$ cat config.mk
export PLATFORM = sky130hd
export DESIGN_NAME = bfct_way_select
export DESIGN_NICKNAME = d
export VERILOG_FILES = /design/src/rtl/core/bfct_pkg.sv /design/src/rtl/core/bfct_way_select.sv
export SDC_FILE = /design/constraint.sdc
export NUM_CORES = 1
export LEC_CHECK = 0
export BUFFER_PORTS_ARGS = -buffer_cell sky130_fd_sc_hd__buf_2
export CAP_MARGIN = 20
export CORE_AREA = 2 2 391 393
export DETAILED_ROUTE_END_ITERATION = 7
export DIE_AREA = 0 0 393 395
export SYNTH_ARGS = -nofsm -noshare
export SYNTH_HDL_FRONTEND = slang
export SYNTH_SLANG_ARGS = --single-unit
$ cat constraint.sdc
create_clock -name vclk -period 4.31
set_input_delay 0.862 -clock vclk [all_inputs]
set_output_delay 0.862 -clock vclk [all_outputs]
set_load 0.05 [all_outputs]
$ cat src/rtl/core/bfct_pkg.sv
// ----------------------------------------------------------------------------
// bfct_pkg
// Shared types and constants of the bidirectional flow counter table.
// ----------------------------------------------------------------------------
package bfct_pkg;

    // configuration register indexes
    localparam int CFG_IDX_W = 2;
    localparam logic [CFG_IDX_W-1:0] CFG_WATCH_A = 2'd0;
    localparam logic [CFG_IDX_W-1:0] CFG_WATCH_B = 2'd1;
    localparam logic [CFG_IDX_W-1:0] CFG_WATCH_C = 2'd2;

    // register reset values
    localparam logic [15:0] WATCH_A_RST = 16'd53;
    localparam logic [15:0] WATCH_B_RST = 16'd80;
    localparam logic [15:0] WATCH_C_RST = 16'd7010;

    // reported bucket index width
    localparam int IDX_W = 10;

    // counter sides
    localparam logic SIDE_TOP = 1'b0;
    localparam logic SIDE_LOW = 1'b1;

    // flow tuple
    typedef struct packed {
        logic [31:0] sip;
        logic [31:0] dip;
        logic [15:0] sport;
        logic [15:0] dport;
    } t_key;

    // one stored flow; counters indexed by side
    typedef struct packed {
        t_key             key;
        logic             orient;
        logic [1:0][31:0] bytes;
        logic [1:0][31:0] pkts;
    } t_entry;

    // lookup outcome of one bucket
    typedef struct packed {
        logic hit;   // a valid way matches
        logic fwd;   // match is in stored orientation
        logic free;  // a free way exists
    } t_lookup;

endpackage

$ cat src/rtl/core/bfct_way_select.sv
// ----------------------------------------------------------------------------
// bfct_way_select
// Compares a packet tuple against all ways of one bucket row in both
// orientations and picks the first matching way, or else the first free way.
// ----------------------------------------------------------------------------
module bfct_way_select #(
    parameter int WAYS  = 4,
    parameter int WAY_W = 2
) (
    input  logic [WAYS-1:0]           i_vld,
    input  bfct_pkg::t_entry [WAYS-1:0] i_ent,
    input  bfct_pkg::t_key            i_key,
    output bfct_pkg::t_lookup         o_lookup,
    output logic [WAY_W-1:0]          o_way
);
    import bfct_pkg::*;

    logic [WAYS-1:0] fwd_eq;
    logic [WAYS-1:0] rev_eq;
    logic [WAYS-1:0] hit_w;
    logic [WAY_W-1:0] hit_way;
    logic [WAY_W-1:0] free_way;
    logic             hit_fwd;

    // per-way tuple compares
    always_comb begin
        for (int w = 0; w < WAYS; w++) begin
            fwd_eq[w] = i_ent[w].key == i_key;
            rev_eq[w] = i_ent[w].key.sip == i_key.dip &&
                        i_ent[w].key.dip == i_key.sip &&
                        i_ent[w].key.sport == i_key.dport &&
                        i_ent[w].key.dport == i_key.sport;
            hit_w[w]  = i_vld[w] && (fwd_eq[w] || rev_eq[w]);
        end
    end

    // lowest way wins: scan downward so the last assignment is the lowest
    always_comb begin
        hit_way  = '0;
        free_way = '0;
        hit_fwd  = 1'b0;
        for (int w = WAYS - 1; w >= 0; w--) begin
            if (hit_w[w]) begin
                hit_way = WAY_W'(w);
                hit_fwd = fwd_eq[w];
            end
            if (!i_vld[w]) begin
                free_way = WAY_W'(w);
            end
        end
    end

    assign o_lookup.hit  = |hit_w;
    assign o_lookup.fwd  = hit_fwd;
    assign o_lookup.free = ~&i_vld;
    assign o_way         = (|hit_w) ? hit_way : free_way;

endmodule

==> impl_metrics.py <==
metrics = {
    "pwr": {
        "p_leak_nw": 6.96,
        "design_power_total_mw": 2.26,
        "powerDensity_nw_per_um2": 126,
        "vdd.ir_drop.worst_uv": 83.1,
    },
    "logic_synthesis": {
        "yosysSeqAreaShare": 0,
        "syn_nets": 2290,
        "yosys_warnings": 0,
        "syn_inst": 1290,
        "syn-cell-area_um2": 9430,
        "ys_types": 42,
        "synth.avg_cell_area_um2": 7.31,
    },
    "worst_setup_path": {
        "cp_data_required_time_ps": 3450,
        "cpPeakStageDelay_ps": 430,
        "worst-setup-path-type": "in2out",
        "worst-path-buf-inv": 6,
        "slowest_stage": "nor4_4",
        "crit_top_cell": "buf_4",
        "worstPathCellList": "buf_2 > buf_12 > buf_4 > xor2_1 > nor4_1 > nand4_1 > nor4_4 > buf_4 > nor2_2 > a211o_1 > a21boi_2 > buf_4 > buf_12",
        "arrival_ps": 3690,
        "critPathMaxFanout": 3,
        "critical-path-top-delay-family": "simple AND/OR/NAND/NOR gates",
        "critPathLaunchType": "input port",
        "cp-end-kind": "output pin",
    },
    "timing": {
        "fin_ws_ps": -247,
        "finalSetupViolCount": 4,
        "hold_violations": 0,
        "max-slew-margin-rel": 0.542,
        "hold_slack_ps": 2430,
        "worst_pin_slew_ps": 681,
        "layout_min_cycle_time_ps": 4560,
        "drv_slew": 0,
        "fmax_mhz": 219,
        "rsz0062_at_grt": "yes",
        "timing.final.crit_share": 1.06,
    },
    "final_layout": {
        "clock_buffers": 0,
        "fill_cells": 17700,
        "seq_cells": 0,
        "final_nets": 3024,
        "drive_above_1_share": 0.458,
        "design_area_um2": 18000,
        "area_delta_synth_final_pct": 90.6,
        "seqCellArea_um2": 0,
    },
    "clock_tree": {
        "ctsHoldBuffers": 0,
    },
    "job": {
        "maxCapViolCount": 0,
    },
    "routing": {
        "drt-pass1-iter-count": 8,
        "drc_errors": 0,
        "vias": 16500,
        "drt-initial-drc-count": 2664,
        "wl_per_cell_um": 36.7,
        "ant_nets": 0,
        "viasPerCell": 4.03,
        "wl_mm": 150,
    },
    "global_routing": {
        "grt_pass1_vias": 15300,
        "antenna_found_initial": 160,
        "grt_max_degree": 10,
        "grt_pass1_wl_mm": 181,
        "grt_use_total": 0.184,
        "overflow": 0,
    },
    "status": {
        "outcome": "finished with violations",
        "violations": "negative setup slack",
    },
    "min_path": {
        "hold_class": "in2out",
    },
    "die": {
        "fp.dieH_um": 395,
        "die_w_um": 393,
        "dieArea_um2": 155000,
        "rows": 143,
        "start_util": 0.0624,
        "core_area_um2": 151000,
        "pin_count": 1005,
    },
    "placement": {
        "dp_hpwl_mm": 135,
        "portBuffers": 489,
        "placed_area_um2": 16800,
        "gp_congestion": 1.09,
    },
}
## synth_stat cells, drive strengths merged
master / number / share of area
nor2b: 19 / 0.013
xnor2: 382 / 0.35
a22oi: 3 / 0.0024
a222oi: 4 / 0.0042
and2: 1 / 0.00093
nand2: 10 / 0.0040
a22o: 26 / 0.024
o2111ai: 20 / 0.019
nor4bb: 2 / 0.0021
nand4: 114 / 0.076
a221oi: 8 / 0.0074
o21bai: 2 / 0.0016
or4: 2 / 0.0016
nor4b: 1 / 0.00093
o221ai: 11 / 0.010
or2b: 1 / 0.00080
a21boi: 3 / 0.0024
nor4: 100 / 0.071
o21ai: 6 / 0.0032
a2111o: 6 / 0.0072
buf: 89 / 0.050
a211o: 1 / 0.00093
a2111oi: 5 / 0.0053
a221o: 7 / 0.0074
inv: 104 / 0.041
nor3: 10 / 0.0053
a21oi: 1 / 0.00053
nor2: 12 / 0.0048
clkbuf: 7 / 0.0028
nand2b: 55 / 0.036
and4: 1 / 0.00093
o2bb2ai: 19 / 0.018
xor2: 191 / 0.18
o22ai: 56 / 0.037
nand3: 11 / 0.0058
## cell type report
| type | count | area, µm² | area share |
|---|---|---|---|
| repair buffers | 828 | 5780 | 0.321 |
| diodes | 33 | 82.6 | 0.00459 |
| inverters | 104 | 390 | 0.0217 |
| multi-input cells | 1090 | 9180 | 0.511 |
| well taps | 2030 | 2540 | 0.141 |
## logic make-up (layout without fill, tap and decap cells)
group / Yosys count / after routing / synth area share
xor gates and xnor gates: 573 / 573 / 0.532
and+or+nand+nor: 339 / 339 / 0.223
buffers and inverters: 200 / 932 / 0.0946
AOI/OAI and AO/OA: 178 / 178 / 0.150
other: 0 / 33 / 0
## worst paths after layout
check / startpoint / endpoint / cells after the start
worst max-delay path: i_key[38] / o_way[0] / 13
worst min-delay path: i_vld[3] / o_way[1] / 5
## cell usage in the layout (no fill, tap or decap), drive strengths merged, types with 3 or more instances in the layout
| cell type | n |
|---|---|
| nor3 | 10 |
| clkbuf | 9 |
| a221o | 7 |
| nand4 | 114 |
| nand2 | 10 |
| xnor2 | 382 |
| xor2 | 191 |
| a221oi | 8 |
| o21ai | 6 |
| buf | 819 |
| diode | 33 |
| a22oi | 3 |
| nand2b | 55 |
| nor2b | 19 |
| a2111oi | 5 |
| o221ai | 11 |
| inv | 104 |
| o2111ai | 20 |
| nor2 | 12 |
| a21boi | 3 |
| nor4 | 100 |
| o22ai | 56 |
| o2bb2ai | 19 |
| a22o | 26 |
| a2111o | 6 |
| a222oi | 4 |
| nand3 | 11 |
## per-stage QoR
stage	worst slack, ps	setup TNS (ps)	std cells	utilization
floorplan	275	0	1290	-
finish	-247	-440	4085	0.119
global route	-201	-437	4066	0.119
CTS	-227	-266	4046	0.115
detailed placement	-820	-2630	4042	0.111
global placement	-863	-2830	4042	0.111
## layer usage
layer	up-vias	wire length [µm]	track usage
met5	-	923	0
met4	100	9100	0.0756
met3	602	26400	0.115
met2	2027	55900	0.250
met1	7678	57700	0.227
li1	6074	-	-
## repair_timing
| item | 4_1_cts | 5_1_grt |
|---|---|---|
| buffers inserted | 7 | 10 |
| hold endpoints to repair | 0 | 0 |
| gates resized for setup | 114 | 108 |
| pin swaps | 29 | 43 |
| gates cloned | 0 | 0 |
| endpoints found under the setup margin | 4 | 4 |
## where the power goes
group	switching, mW	internal, mW	total [mW]
clock	0	0.00000102	0.00000102
sequential	0	0	0
combinational	1.39	0.871	2.26
No activity file was read; power rests on OpenSTA's default activity.
